--- config.mk ---
export PLATFORM = sky130hd
export DESIGN_NAME = url_stream_parser
export DESIGN_NICKNAME = d
export VERILOG_FILES = /design/src/rtl/usp_pkg.sv /design/src/rtl/usp_in_stage.sv /design/src/rtl/usp_core.sv /design/src/rtl/usp_out_stage.sv /design/src/rtl/url_stream_parser.sv
export SDC_FILE = /design/constraint.sdc
export NUM_CORES = 1
export LEC_CHECK = 0
export ABC_CLOCK_PERIOD_IN_PS = 11700
export BUFFER_PORTS_ARGS = -buffer_cell sky130_fd_sc_hd__buf_2
export CORE_ASPECT_RATIO = 0.8
export CORE_MARGIN = 8
export CORE_UTILIZATION = 55
export DETAILED_ROUTE_END_ITERATION = 10
export PLACE_DENSITY = 0.84
export SLEW_MARGIN = 20
export SYNTH_ARGS = -nofsm -noshare
export SYNTH_HDL_FRONTEND = slang
export SYNTH_HIERARCHICAL = 1
export SYNTH_SLANG_ARGS = --single-unit
--- constraint.sdc ---
create_clock -name clk -period 11.7 [get_ports clk]
set_input_delay 1.17 -clock clk [delete_from_list [all_inputs] [get_ports clk]]
set_output_delay 1.17 -clock clk [all_outputs]
set_load 0.05 [all_outputs]
--- src/rtl/usp_pkg.sv ---
`timescale 1ns / 1ps
`default_nettype none

package usp_pkg;

	// default capacities, handed to the top level parameters
	localparam int HOST_CAP_DEF = 256;
	localparam int PATH_CAP_DEF = 1024;

	// port limits and defaults
	localparam logic [16:0] PORT_MAX   = 17'd65535;
	localparam logic [16:0] PORT_SAT   = 17'd65536;
	localparam logic [15:0] PORT_TLS   = 16'd443;
	localparam logic [15:0] PORT_PLAIN = 16'd80;

	// highest byte position before the url is too long
	localparam logic [15:0] POS_MAX = 16'hFFFF;

	// characters the parser looks for
	localparam logic [7:0] CH_NUL   = 8'h00;
	localparam logic [7:0] CH_TAB   = 8'h09;
	localparam logic [7:0] CH_CR    = 8'h0D;
	localparam logic [7:0] CH_SPACE = 8'h20;
	localparam logic [7:0] CH_PLUS  = 8'h2B;
	localparam logic [7:0] CH_SLASH = 8'h2F;
	localparam logic [7:0] CH_ZERO  = 8'h30;
	localparam logic [7:0] CH_NINE  = 8'h39;
	localparam logic [7:0] CH_COLON = 8'h3A;

	typedef enum logic [2:0] {
		PH_SCHEME,
		PH_SEP,
		PH_HOST,
		PH_PORT,
		PH_PATH
	} phase_t;

	typedef enum logic [2:0] {
		ERR_NONE    = 3'd0,
		ERR_SCHEME  = 3'd1,
		ERR_HOST    = 3'd2,
		ERR_PORT    = 3'd3,
		ERR_PATH    = 3'd4,
		ERR_URL_LEN = 3'd5
	} err_t;

	// port sub-phase: whitespace skipping, sign seen, digits seen
	typedef enum logic [1:0] {
		PS_WS,
		PS_SIGN,
		PS_DIGIT
	} psub_t;

	typedef enum logic [1:0] {
		SC_HTTP,
		SC_HTTPS,
		SC_WS,
		SC_WSS
	} scheme_t;

	// one result transaction
	typedef struct packed {
		logic        valid_res;
		err_t        error;
		logic [1:0]  scheme_code;
		logic        is_tls;
		logic [15:0] port;
		logic        port_given;
		logic [3:0]  host_offset;
		logic [7:0]  host_length;
		logic [15:0] path_offset;
		logic [9:0]  path_length;
	} res_t;

	// pipeline control from the parse core
	typedef struct packed {
		logic advance;
		logic load;
	} ctl_t;

	// scheme name length
	function automatic logic [2:0] scheme_name_len(input scheme_t k);
		logic [2:0] len;
		case (k)
			SC_HTTP:  len = 3'd4;
			SC_HTTPS: len = 3'd5;
			SC_WS:    len = 3'd2;
			SC_WSS:   len = 3'd3;
			default:  len = 3'd0;
		endcase
		return len;
	endfunction

	// scheme name character at index i
	function automatic logic [7:0] scheme_char(input scheme_t k, input logic [2:0] i);
		logic [7:0] ch;
		ch = CH_NUL;
		case (k)
			SC_HTTP, SC_HTTPS: begin
				case (i)
					3'd0:    ch = 8'h68;
					3'd1:    ch = 8'h74;
					3'd2:    ch = 8'h74;
					3'd3:    ch = 8'h70;
					3'd4:    ch = (k == SC_HTTPS) ? 8'h73 : CH_NUL;
					default: ch = CH_NUL;
				endcase
			end
			SC_WS, SC_WSS: begin
				case (i)
					3'd0:    ch = 8'h77;
					3'd1:    ch = 8'h73;
					3'd2:    ch = (k == SC_WSS) ? 8'h73 : CH_NUL;
					default: ch = CH_NUL;
				endcase
			end
			default: ch = CH_NUL;
		endcase
		return ch;
	endfunction

endpackage

`default_nettype wire

--- src/rtl/usp_in_stage.sv ---
`timescale 1ns / 1ps
`default_nettype none

module usp_in_stage (
	input  wire logic       clk,
	input  wire logic       arst_n,
	input  wire logic       in_valid,
	output logic            in_stall,
	input  wire logic [7:0] byte_req,
	input  wire logic       last,
	input  wire usp_pkg::ctl_t ctl,
	output logic            valid_s1,
	output logic [7:0]      byte_s1,
	output logic            last_s1
);

	logic take;

	// accept while the stage is empty or drains this cycle
	assign in_stall = valid_s1 && !ctl.advance;
	assign take     = in_valid && !in_stall;

	// stage valid
	always_ff @(posedge clk or negedge arst_n) begin
		if (!arst_n) begin
			valid_s1 <= 1'b0;
		end else if (take) begin
			valid_s1 <= 1'b1;
		end else if (ctl.advance) begin
			valid_s1 <= 1'b0;
		end
	end

	// stage payload
	always_ff @(posedge clk) begin
		if (take) begin
			byte_s1 <= byte_req;
			last_s1 <= last;
		end
	end

endmodule

`default_nettype wire

--- src/rtl/usp_core.sv ---
`timescale 1ns / 1ps
`default_nettype none

module usp_core #(
	parameter int HOST_CAP = usp_pkg::HOST_CAP_DEF,
	parameter int PATH_CAP = usp_pkg::PATH_CAP_DEF
) (
	input  wire logic       clk,
	input  wire logic       arst_n,
	input  wire logic       valid_s1,
	input  wire logic [7:0] byte_s1,
	input  wire logic       last_s1,
	input  wire logic       out_free,
	output usp_pkg::ctl_t   ctl,
	output usp_pkg::res_t   res
);

	localparam int HOST_CW = $clog2(HOST_CAP + 1);
	localparam int PATH_CW = $clog2(PATH_CAP + 1);
	localparam logic [HOST_CW-1:0] HOST_LIM = HOST_CW'(HOST_CAP);
	localparam logic [PATH_CW-1:0] PATH_LIM = PATH_CW'(PATH_CAP);

	// parse state
	usp_pkg::phase_t     phase_q;
	logic [3:0]          match_q;
	logic                sep_q;
	logic [15:0]         pos_q;
	logic [HOST_CW-1:0]  host_q;
	logic [16:0]         pval_q;
	usp_pkg::psub_t      psub_q;
	logic [PATH_CW-1:0]  pathc_q;
	logic [15:0]         ppos_q;
	usp_pkg::err_t       err_q;

	// state after the byte is consumed
	usp_pkg::phase_t     phase_c;
	logic [3:0]          match_c;
	logic                sep_c;
	logic [15:0]         pos_c;
	logic [HOST_CW-1:0]  host_c;
	logic [16:0]         pval_c;
	usp_pkg::psub_t      psub_c;
	logic [PATH_CW-1:0]  pathc_c;
	logic [15:0]         ppos_c;
	usp_pkg::err_t       err_c;
	usp_pkg::err_t       err_f;

	logic ends;
	logic port_bad;
	logic [20:0] pmul;

	assign ends = (byte_s1 == usp_pkg::CH_NUL) || last_s1;
	assign ctl.advance = valid_s1 && (!ends || out_free);
	assign ctl.load    = ctl.advance && ends;

	// port value after one more digit
	assign pmul = 21'({pval_q, 3'b000}) + 21'({pval_q, 1'b0}) + 21'(byte_s1 - usp_pkg::CH_ZERO);

	// port check at the end of the port
	assign port_bad = (psub_q != usp_pkg::PS_DIGIT) || (pval_q == 17'd0)
		|| (pval_q > usp_pkg::PORT_MAX);

	// consume one byte
	always_comb begin
		logic [3:0] m;
		phase_c = phase_q;
		match_c = match_q;
		sep_c   = sep_q;
		pos_c   = pos_q;
		host_c  = host_q;
		pval_c  = pval_q;
		psub_c  = psub_q;
		pathc_c = pathc_q;
		ppos_c  = ppos_q;
		err_c   = err_q;
		m       = 4'b0000;
		if (byte_s1 != usp_pkg::CH_NUL && err_q == usp_pkg::ERR_NONE) begin
			if (pos_q == usp_pkg::POS_MAX) begin
				err_c = usp_pkg::ERR_URL_LEN;
			end else begin
				pos_c = pos_q + 16'd1;
				case (phase_q)
					usp_pkg::PH_SCHEME: begin
						if (byte_s1 == usp_pkg::CH_COLON) begin
							for (int k = 0; k < 4; k++) begin
								if (match_q[k]
										&& 16'(usp_pkg::scheme_name_len(usp_pkg::scheme_t'(k)))
										== pos_q) begin
									m = 4'b0001 << k;
								end
							end
							if (m == 4'b0000) begin
								err_c = usp_pkg::ERR_SCHEME;
							end else begin
								match_c = m;
								phase_c = usp_pkg::PH_SEP;
								sep_c   = 1'b0;
							end
						end else begin
							for (int k = 0; k < 4; k++) begin
								if (match_q[k]
										&& pos_q
										< 16'(usp_pkg::scheme_name_len(usp_pkg::scheme_t'(k)))
										&& usp_pkg::scheme_char(usp_pkg::scheme_t'(k), pos_q[2:0])
										== byte_s1) begin
									m[k] = 1'b1;
								end
							end
							if (m == 4'b0000) begin
								err_c = usp_pkg::ERR_SCHEME;
							end else begin
								match_c = m;
							end
						end
					end
					usp_pkg::PH_SEP: begin
						if (byte_s1 != usp_pkg::CH_SLASH) begin
							err_c = usp_pkg::ERR_SCHEME;
						end else if (sep_q) begin
							phase_c = usp_pkg::PH_HOST;
							sep_c   = 1'b0;
						end else begin
							sep_c = 1'b1;
						end
					end
					usp_pkg::PH_HOST: begin
						if (byte_s1 == usp_pkg::CH_COLON) begin
							if (host_q == '0) begin
								err_c = usp_pkg::ERR_HOST;
							end else begin
								phase_c = usp_pkg::PH_PORT;
								psub_c  = usp_pkg::PS_WS;
								pval_c  = 17'd0;
							end
						end else if (byte_s1 == usp_pkg::CH_SLASH) begin
							if (host_q == '0) begin
								err_c = usp_pkg::ERR_HOST;
							end else begin
								phase_c = usp_pkg::PH_PATH;
								ppos_c  = pos_q;
								pathc_c = PATH_CW'(1);
							end
						end else begin
							host_c = host_q + HOST_CW'(1);
							if (host_c >= HOST_LIM) begin
								err_c = usp_pkg::ERR_HOST;
							end
						end
					end
					usp_pkg::PH_PORT: begin
						if (byte_s1 == usp_pkg::CH_SLASH) begin
							if (port_bad) begin
								err_c = usp_pkg::ERR_PORT;
							end else begin
								phase_c = usp_pkg::PH_PATH;
								ppos_c  = pos_q;
								pathc_c = PATH_CW'(1);
							end
						end else if (byte_s1 inside {[usp_pkg::CH_ZERO:usp_pkg::CH_NINE]}) begin
							pval_c = (pmul > 21'(usp_pkg::PORT_SAT)) ? usp_pkg::PORT_SAT
								: pmul[16:0];
							psub_c = usp_pkg::PS_DIGIT;
						end else if (psub_q == usp_pkg::PS_WS && (byte_s1 == usp_pkg::CH_SPACE
								|| byte_s1 inside {[usp_pkg::CH_TAB:usp_pkg::CH_CR]})) begin
							psub_c = usp_pkg::PS_WS;
						end else if (psub_q == usp_pkg::PS_WS && byte_s1 == usp_pkg::CH_PLUS) begin
							psub_c = usp_pkg::PS_SIGN;
						end else begin
							err_c = usp_pkg::ERR_PORT;
						end
					end
					default: begin
						pathc_c = pathc_q + PATH_CW'(1);
						if (pathc_c >= PATH_LIM) begin
							err_c = usp_pkg::ERR_PATH;
						end
					end
				endcase
			end
		end
	end

	// final error checks at the end of the url
	always_comb begin
		err_f = err_c;
		if (err_c == usp_pkg::ERR_NONE) begin
			case (phase_c)
				usp_pkg::PH_SCHEME, usp_pkg::PH_SEP: err_f = usp_pkg::ERR_SCHEME;
				usp_pkg::PH_HOST: begin
					if (host_c == '0) begin
						err_f = usp_pkg::ERR_HOST;
					end
				end
				usp_pkg::PH_PORT: begin
					if ((psub_c != usp_pkg::PS_DIGIT) || (pval_c == 17'd0)
							|| (pval_c > usp_pkg::PORT_MAX)) begin
						err_f = usp_pkg::ERR_PORT;
					end
				end
				default: err_f = usp_pkg::ERR_NONE;
			endcase
		end
	end

	// result fields
	always_comb begin
		usp_pkg::scheme_t k;
		logic tls;
		k = usp_pkg::SC_HTTP;
		for (int i = 3; i >= 0; i--) begin
			if (match_c[i]) begin
				k = usp_pkg::scheme_t'(i);
			end
		end
		tls = (k == usp_pkg::SC_HTTPS) || (k == usp_pkg::SC_WSS);
		res = '0;
		res.error = err_f;
		if (err_f == usp_pkg::ERR_NONE) begin
			res.valid_res   = 1'b1;
			res.scheme_code = k;
			res.is_tls      = tls;
			if (psub_c == usp_pkg::PS_DIGIT && phase_c != usp_pkg::PH_HOST
					&& (phase_c == usp_pkg::PH_PORT || pval_c != 17'd0)) begin
				res.port       = pval_c[15:0];
				res.port_given = 1'b1;
			end else begin
				res.port = tls ? usp_pkg::PORT_TLS : usp_pkg::PORT_PLAIN;
			end
			res.host_offset = 4'(usp_pkg::scheme_name_len(k)) + 4'd3;
			res.host_length = 8'(host_c);
			if (phase_c == usp_pkg::PH_PATH) begin
				res.path_offset = ppos_c;
				res.path_length = 10'(pathc_c);
			end
		end
	end

	// control state, back to its start values after each url
	always_ff @(posedge clk or negedge arst_n) begin
		if (!arst_n) begin
			phase_q <= usp_pkg::PH_SCHEME;
			match_q <= 4'b1111;
			sep_q   <= 1'b0;
			pos_q   <= 16'd0;
			host_q  <= '0;
			pval_q  <= 17'd0;
			psub_q  <= usp_pkg::PS_WS;
			pathc_q <= '0;
			ppos_q  <= 16'd0;
			err_q   <= usp_pkg::ERR_NONE;
		end else if (ctl.advance) begin
			if (ends) begin
				phase_q <= usp_pkg::PH_SCHEME;
				match_q <= 4'b1111;
				sep_q   <= 1'b0;
				pos_q   <= 16'd0;
				host_q  <= '0;
				pval_q  <= 17'd0;
				psub_q  <= usp_pkg::PS_WS;
				pathc_q <= '0;
				ppos_q  <= 16'd0;
				err_q   <= usp_pkg::ERR_NONE;
			end else begin
				phase_q <= phase_c;
				match_q <= match_c;
				sep_q   <= sep_c;
				pos_q   <= pos_c;
				host_q  <= host_c;
				pval_q  <= pval_c;
				psub_q  <= psub_c;
				pathc_q <= pathc_c;
				ppos_q  <= ppos_c;
				err_q   <= err_c;
			end
		end
	end

endmodule

`default_nettype wire

--- src/rtl/usp_out_stage.sv ---
`timescale 1ns / 1ps
`default_nettype none

module usp_out_stage (
	input  wire logic          clk,
	input  wire logic          arst_n,
	input  wire usp_pkg::ctl_t ctl,
	input  wire usp_pkg::res_t res,
	input  wire logic          out_stall,
	output logic               out_valid,
	output logic               out_free,
	output usp_pkg::res_t      res_q
);

	// the register can take a result when empty or being drained
	assign out_free = !out_valid || !out_stall;

	// result valid
	always_ff @(posedge clk or negedge arst_n) begin
		if (!arst_n) begin
			out_valid <= 1'b0;
		end else if (ctl.load) begin
			out_valid <= 1'b1;
		end else if (!out_stall) begin
			out_valid <= 1'b0;
		end
	end

	// result payload
	always_ff @(posedge clk) begin
		if (ctl.load) begin
			res_q <= res;
		end
	end

endmodule

`default_nettype wire

--- src/rtl/url_stream_parser.sv ---
`timescale 1ns / 1ps
`default_nettype none
// url_stream_parser: streaming parser for scheme://host[:port][/path]
//
// input channel: one url byte per transaction (byte_req, last) with in_valid
// and in_stall. a zero byte or last set ends the url; a zero byte is not
// part of it. output channel: one result transaction per url on out_valid
// and out_stall, carrying scheme, port, host and path offsets and lengths,
// or an error code with all other fields zero.
//
// timing: each byte is parsed while it sits in the input register, where
// the parse state is updated; a url's final byte waits there until the
// output register is free, and its result is then loaded into the output
// register, raising out_valid. a byte that does not end a url can be
// accepted every cycle, also while a result waits; throughput is one byte
// per cycle while no final byte waits in the input register.
//
// reset: arst_n clears both registers' valid flags and returns the parse
// state to the start of a url. when the receiver stalls, the result holds;
// bytes that do not end a url keep flowing, and a byte that ends a url
// waits in the input register until the output register is free.
module url_stream_parser #(
	parameter int HOST_CAP = usp_pkg::HOST_CAP_DEF,
	parameter int PATH_CAP = usp_pkg::PATH_CAP_DEF
) (
	input  wire logic       clk,
	input  wire logic       arst_n,
	input  wire logic       in_valid,
	output logic            in_stall,
	input  wire logic [7:0] byte_req,
	input  wire logic       last,
	output logic            out_valid,
	input  wire logic       out_stall,
	output logic            valid_res,
	output logic [2:0]      error,
	output logic [1:0]      scheme_code,
	output logic            is_tls,
	output logic [15:0]     port,
	output logic            port_given,
	output logic [3:0]      host_offset,
	output logic [7:0]      host_length,
	output logic [15:0]     path_offset,
	output logic [9:0]      path_length
);

	usp_pkg::ctl_t ctl;
	usp_pkg::res_t res;
	usp_pkg::res_t res_q;
	logic          valid_s1;
	logic [7:0]    byte_s1;
	logic          last_s1;
	logic          out_free;

	// input register
	usp_in_stage u_in (
		.clk      (clk),
		.arst_n   (arst_n),
		.in_valid (in_valid),
		.in_stall (in_stall),
		.byte_req (byte_req),
		.last     (last),
		.ctl      (ctl),
		.valid_s1 (valid_s1),
		.byte_s1  (byte_s1),
		.last_s1  (last_s1)
	);

	// parse state and result logic
	usp_core #(
		.HOST_CAP (HOST_CAP),
		.PATH_CAP (PATH_CAP)
	) u_core (
		.clk      (clk),
		.arst_n   (arst_n),
		.valid_s1 (valid_s1),
		.byte_s1  (byte_s1),
		.last_s1  (last_s1),
		.out_free (out_free),
		.ctl      (ctl),
		.res      (res)
	);

	// result register
	usp_out_stage u_out (
		.clk       (clk),
		.arst_n    (arst_n),
		.ctl       (ctl),
		.res       (res),
		.out_stall (out_stall),
		.out_valid (out_valid),
		.out_free  (out_free),
		.res_q     (res_q)
	);

	// result fields onto the ports
	assign valid_res   = res_q.valid_res;
	assign error       = res_q.error;
	assign scheme_code = res_q.scheme_code;
	assign is_tls      = res_q.is_tls;
	assign port        = res_q.port;
	assign port_given  = res_q.port_given;
	assign host_offset = res_q.host_offset;
	assign host_length = res_q.host_length;
	assign path_offset = res_q.path_offset;
	assign path_length = res_q.path_length;

endmodule

`default_nettype wire

After elaboration in Yosys (flattened, before gate mapping)
Index checks and enable logic that the tools add are counted.

cells by class
  $lt $le $gt $ge = 13
  $add $sub $neg = 7
  mux-type cells = 191
  equality and inequality tests = 43
  reductions and logical operators = 65

operator list
  kind                                                              count
  2-to-1 mux 3 bit                                                  67
  2-to-1 mux 16 bit                                                 12
  2-to-1 mux 17 bit                                                 8
  2-to-1 mux 8 bit                                                  16
  2-to-1 mux 11 bit                                                 8
  equality test 3 x 16 -> 1 bit                                     4
  < comparator 16 x 3 -> 1 bit                                      4
  2-to-1 mux 9 bit                                                  7
  2-to-1 mux 4 bit                                                  12
  one-hot mux 3 bit (4 select lines)                                3
  greater-than comparator 17 x 16 -> 1 bit (second input constant)  2
  zero test 17 bit                                                  2
  2-to-1 mux 1 bit                                                  34
  one-hot mux 17 bit (2 select lines)                               1
  one-hot mux 11 bit (3 select lines)                               1
  equality test 8 x 6 -> 1 bit (second input constant)              4
  equality test 8 bit                                               4
  one-hot mux 16 bit (2 select lines)                               1
  2-to-1 mux 2 bit                                                  14
  one-hot mux 7 bit (2 select lines)                                2
  one-hot mux 7 bit (4 select lines)                                1
  logical AND 1 bit                                                 23
  adder 20 x 18 -> 21 bit                                           1
  adder 21 bit                                                      1
  other kinds (43)                                                  87

word-level totals
  output and inout bits = 64
  word-level logic and storage cells = 344
  register bits after elaboration = 155

Longest topological paths before layout
  depth in word-level cells = 29
  gate-level depth with buffers = 16
  gate-level depth less buffers = 15

Hierarchy
Netlist, hierarchy kept.

modules (own cells, without submodules)
  module         cells each  area an instance (sq um)  times used  sequential area each (sq um)
  usp_core       952         7587.3                    1           2057.0
  usp_out_stage  65          1898.1                    1           1886.8
  usp_in_stage   14          327.8                     1           295.3

Worst setup path before layout
Ideal clock, no wire load.

  path type = reg2reg
  start = register u_in.byte_s1[5]
  end = register, netlist name u_out/res_q[58]
  stages on the path, launching flop included = 15
  arrival = 4973 ps
  slack = 6468 ps
  period minus slack after synthesis = 5232 ps
  cell sequence = edfxtp_1 > ha_1 > nor3_1 > fa_1 > ha_1 > clkbuf_1 > a21oi_1 > o21ai_0 > a211o_1 > a31oi_1 > xor2_1 > nand4b_1 > a211oi_1 > and3b_1 > a211o_1

RTL lines
  item                    RTL line            text
  from (decl)             usp_in_stage.sv:13  output logic [7:0] byte_s1,
  from (signal assigned)  usp_in_stage.sv:37  byte_s1 <= byte_req;

Final worst setup path
  start = register u_in.byte_s1[4]
  end = register, netlist name u_out/res_q[1]

between the ends
  word-level cells in the longest chain between the ends = 18

RTL lines
  item
  branches (longest 18 deep; another with adder 21 bit)

Parallel ways; which one is timed is not known. The select of a mux whose other input is x is not followed.
A chain may end at the register's enable or synchronous reset.

==> metrics.yaml <==
seq_area_frac_synth_pct: 43.2
port_buffers: 76
yosys.area.top_type: "edfxtp_1"
min_period_ns: 5.62
die-area_sq_um: 22400
yosysWarnings: 6
synth_area_per_cell_sq_um: 9.52
numCtsBuffers: 17
worst_slew_pin_slew_ns: 1.01
wl_um: 27100
vias: 8807
final_nets: 1144
gp_congestion: 0.980
rrSetupSlack_ns: 6.08
status: "finished, final reports clean"
placement_rows: 43
regArea_sq_um: 4240
hold_class: "flip-flop to flip-flop"
initial_utilization_pct: 56.3
fillers: 1462
grt_remaining_overflow: 0
cts_setup_buffers: 0
total_power_uw: 1590
root_buffer: "clkbuf_16"
clock-sinks: 155
synth.distinct_cells: 80
worstSetupEndpointType: "flip-flop"
critPathMaxFanout: 33
clkTransAtPathRegs_ns: 0.07
antenna_cells: 0
fin_worst_skew_ns: 0.0115
die_x_um: 165
finalSetupTns_ns: 0
grt_max_degree: 80
fin_crit_sh_pct: 48.1
relSlewSlack_pct: 32.5
synth_seq_cells: 155
antenna_found_initial: 0
syn_nets: 1096
wl_per_cell_um: 20.6
hold_violations: 0
cts_buffer_depth: 2
leakage_uw: 0.00441
core_sq_um: 17400
synth-edff-count: 71
startpoint_type: "flip-flop"
post_drt_via_cell_ratio: 6.69
synth_ff_type: "dfrtp_1"
dr.pass1.iters: 6
syn_inst: 1031
slew_violations: 0
final_util_pct: 62.5
synth.top_cell.area_share_pct: 21.7
final_cell_mix: "nand2_1 (92), dfrtp_1 (80), buf_2 (75), nor2_1 (75), edfxtp_1 (71)"
route.detailed.drc: 0
drtAntennaViolNets: 0
io_pins: 77
grt_pass1_vias: 8246
power.density_nw_per_um2: 146
crit_type: "flip-flop to flip-flop"
drt_iter0_markers: 1230
multi_input_area_sq_um: 5210
area_delta_synth_final_pct: 11.0
synthArstFlopShare_pct: 54.2
setup_violations: 0
hpwl_um: 19000
die_h_um: 135
vdd.ir_drop.worst_uv: 138
cts_resized: 0
grt_setup_unrepaired: "no"
clk_latency_ns: 0.44
cp_data_arrival_time_ns: 5.84
ys_top_cells_by_area: "edfxtp_1 (22%), dfrtp_1 (20%), ha_1 (4.6%)"
cts_htree_levels: 4
holdBufCountCts: 0
maxCapViolCount: 0
grt_usage_pct: 24.4
grt_pass1_wl_um: 43400
max_freq_mhz: 178
worst_ep_required_time_ns: 11.91
mostFrequentLayoutCell: "nand2_1"
cts_tree: "yes"
drive_gt1_share_pct: 13.8
holdWs_ns: 0.505
syn_area_sq_um: 9810
## stage by stage
step	cell area [sq um]	worst slack, ns	cells
floorplan	9810	6.47	1031
global placement	10300	6.23	1285
detailed placement	10300	6.10	1285
CTS	10900	6.07	1317
global route	10900	5.72	1317
finish	10900	6.08	1317
## metal layers
metal	part of all wire, %	track usage, %	routed length (um)
met3	12	7.11	3380
met5	0	0	0
met2	42	34.4	11500
met1	43	35.6	11800
met4	1.7	7.03	459
## critical path: stages (launching register included)
cell       delay (ns)
edfxtp_1         0.53
ha_1             0.35
nor3_2           0.12
buf_4            0.26
fa_1             0.45
ha_1             0.40
a21oi_1          0.36
o211ai_1         0.29
a32o_1           0.31
a31oi_1          0.21
xor2_1           0.32
nand4b_1         0.22
a211oi_1         0.57
o21ai_4          0.31
buf_4            0.33
a2111oi_0        0.35
## cell usage after synthesis, drive strengths merged (5+ instances only)
library cell	count
nand2	92
dfrtp	80
nor2	76
edfxtp	71
o21ai	67
nor3	62
a21oi	56
clkbuf	46
nand3	38
ha	36
inv	34
a22o	31
a22oi	28
nand4	24
xnor2	24
fa	16
nor4	16
xor2	14
buf	13
o211ai	13
a31oi	12
and2	12
and3	12
o31ai	12
a211oi	11
or3	10
a221oi	8
nand2b	8
a21o	7
o22ai	6
a32o	5
and4	5
o21a	5
or2	5
## kinds of logic (layout without fill, tap and decap cells)
group,after synthesis,count (layout),share of synthesized area (%)
AOI/OAI and AO/OA,305,305,21.4
adders and majority gates,52,52,7.85
DFF,155,155,43.2
buffers and inverters,95,156,3.88
muxes,4,4,0.446
xor gates and xnor gates,38,38,3.39
and+or+nand+nor,382,382,19.8
## worst paths after layout
check | startpoint | to | depth (start not counted)
max | u_in/byte_s1[4]$_DFFE_PP_ | u_out/res_q[1]$_DFFE_PP_ | 15
min | u_out/out_valid$_DFFE_PN0P_ | u_out/out_valid$_DFFE_PN0P_ | 1
max reg2reg | u_in/byte_s1[4]$_DFFE_PP_ | u_out/res_q[1]$_DFFE_PP_ | 15
min reg2reg | u_out/out_valid$_DFFE_PN0P_ | u_out/out_valid$_DFFE_PN0P_ | 1
max in group asynchronous | arst_n | u_out/out_valid$_DFFE_PN0P_ | 2
min in group asynchronous | arst_n | u_core/ppos_q[3]$_DFFE_PN0P_ | 1
## layout make-up
cell class | instances | area share (%)
tap | 225 | 2.58
timing repair buffer | 88 | 4.34
clock inverter | 14 | 1.18
multi-input combinational | 781 | 47.8
inverter | 36 | 1.24
clock buffer | 18 | 3.94
sequential | 155 | 38.9
## registers in the layout, indices dropped and copies added (netlist names), 2 cells and up
| register | count |
|---|---|
| u_core/match_q | 4 |
| u_out/res_q | 62 |
| u_core/psub_q | 2 |
| u_core/phase_q | 3 |
| u_in/byte_s1 | 8 |
| u_core/err_q | 3 |
| u_core/host_q | 9 |
| u_core/pathc_q | 11 |
| u_core/pval_q | 17 |
| u_core/pos_q | 16 |
| u_core/ppos_q | 16 |
## where the power goes
| group | total, uW | leakage (uW) | internal (uW) | switching [uW] |
|---|---|---|---|---|
| clock network | 529 | 0.000269 | 280 | 249 |
| registers | 641 | 0.00183 | 603 | 37.9 |
| logic | 419 | 0.00231 | 115 | 305 |
(Power assumes the default switching activity.)
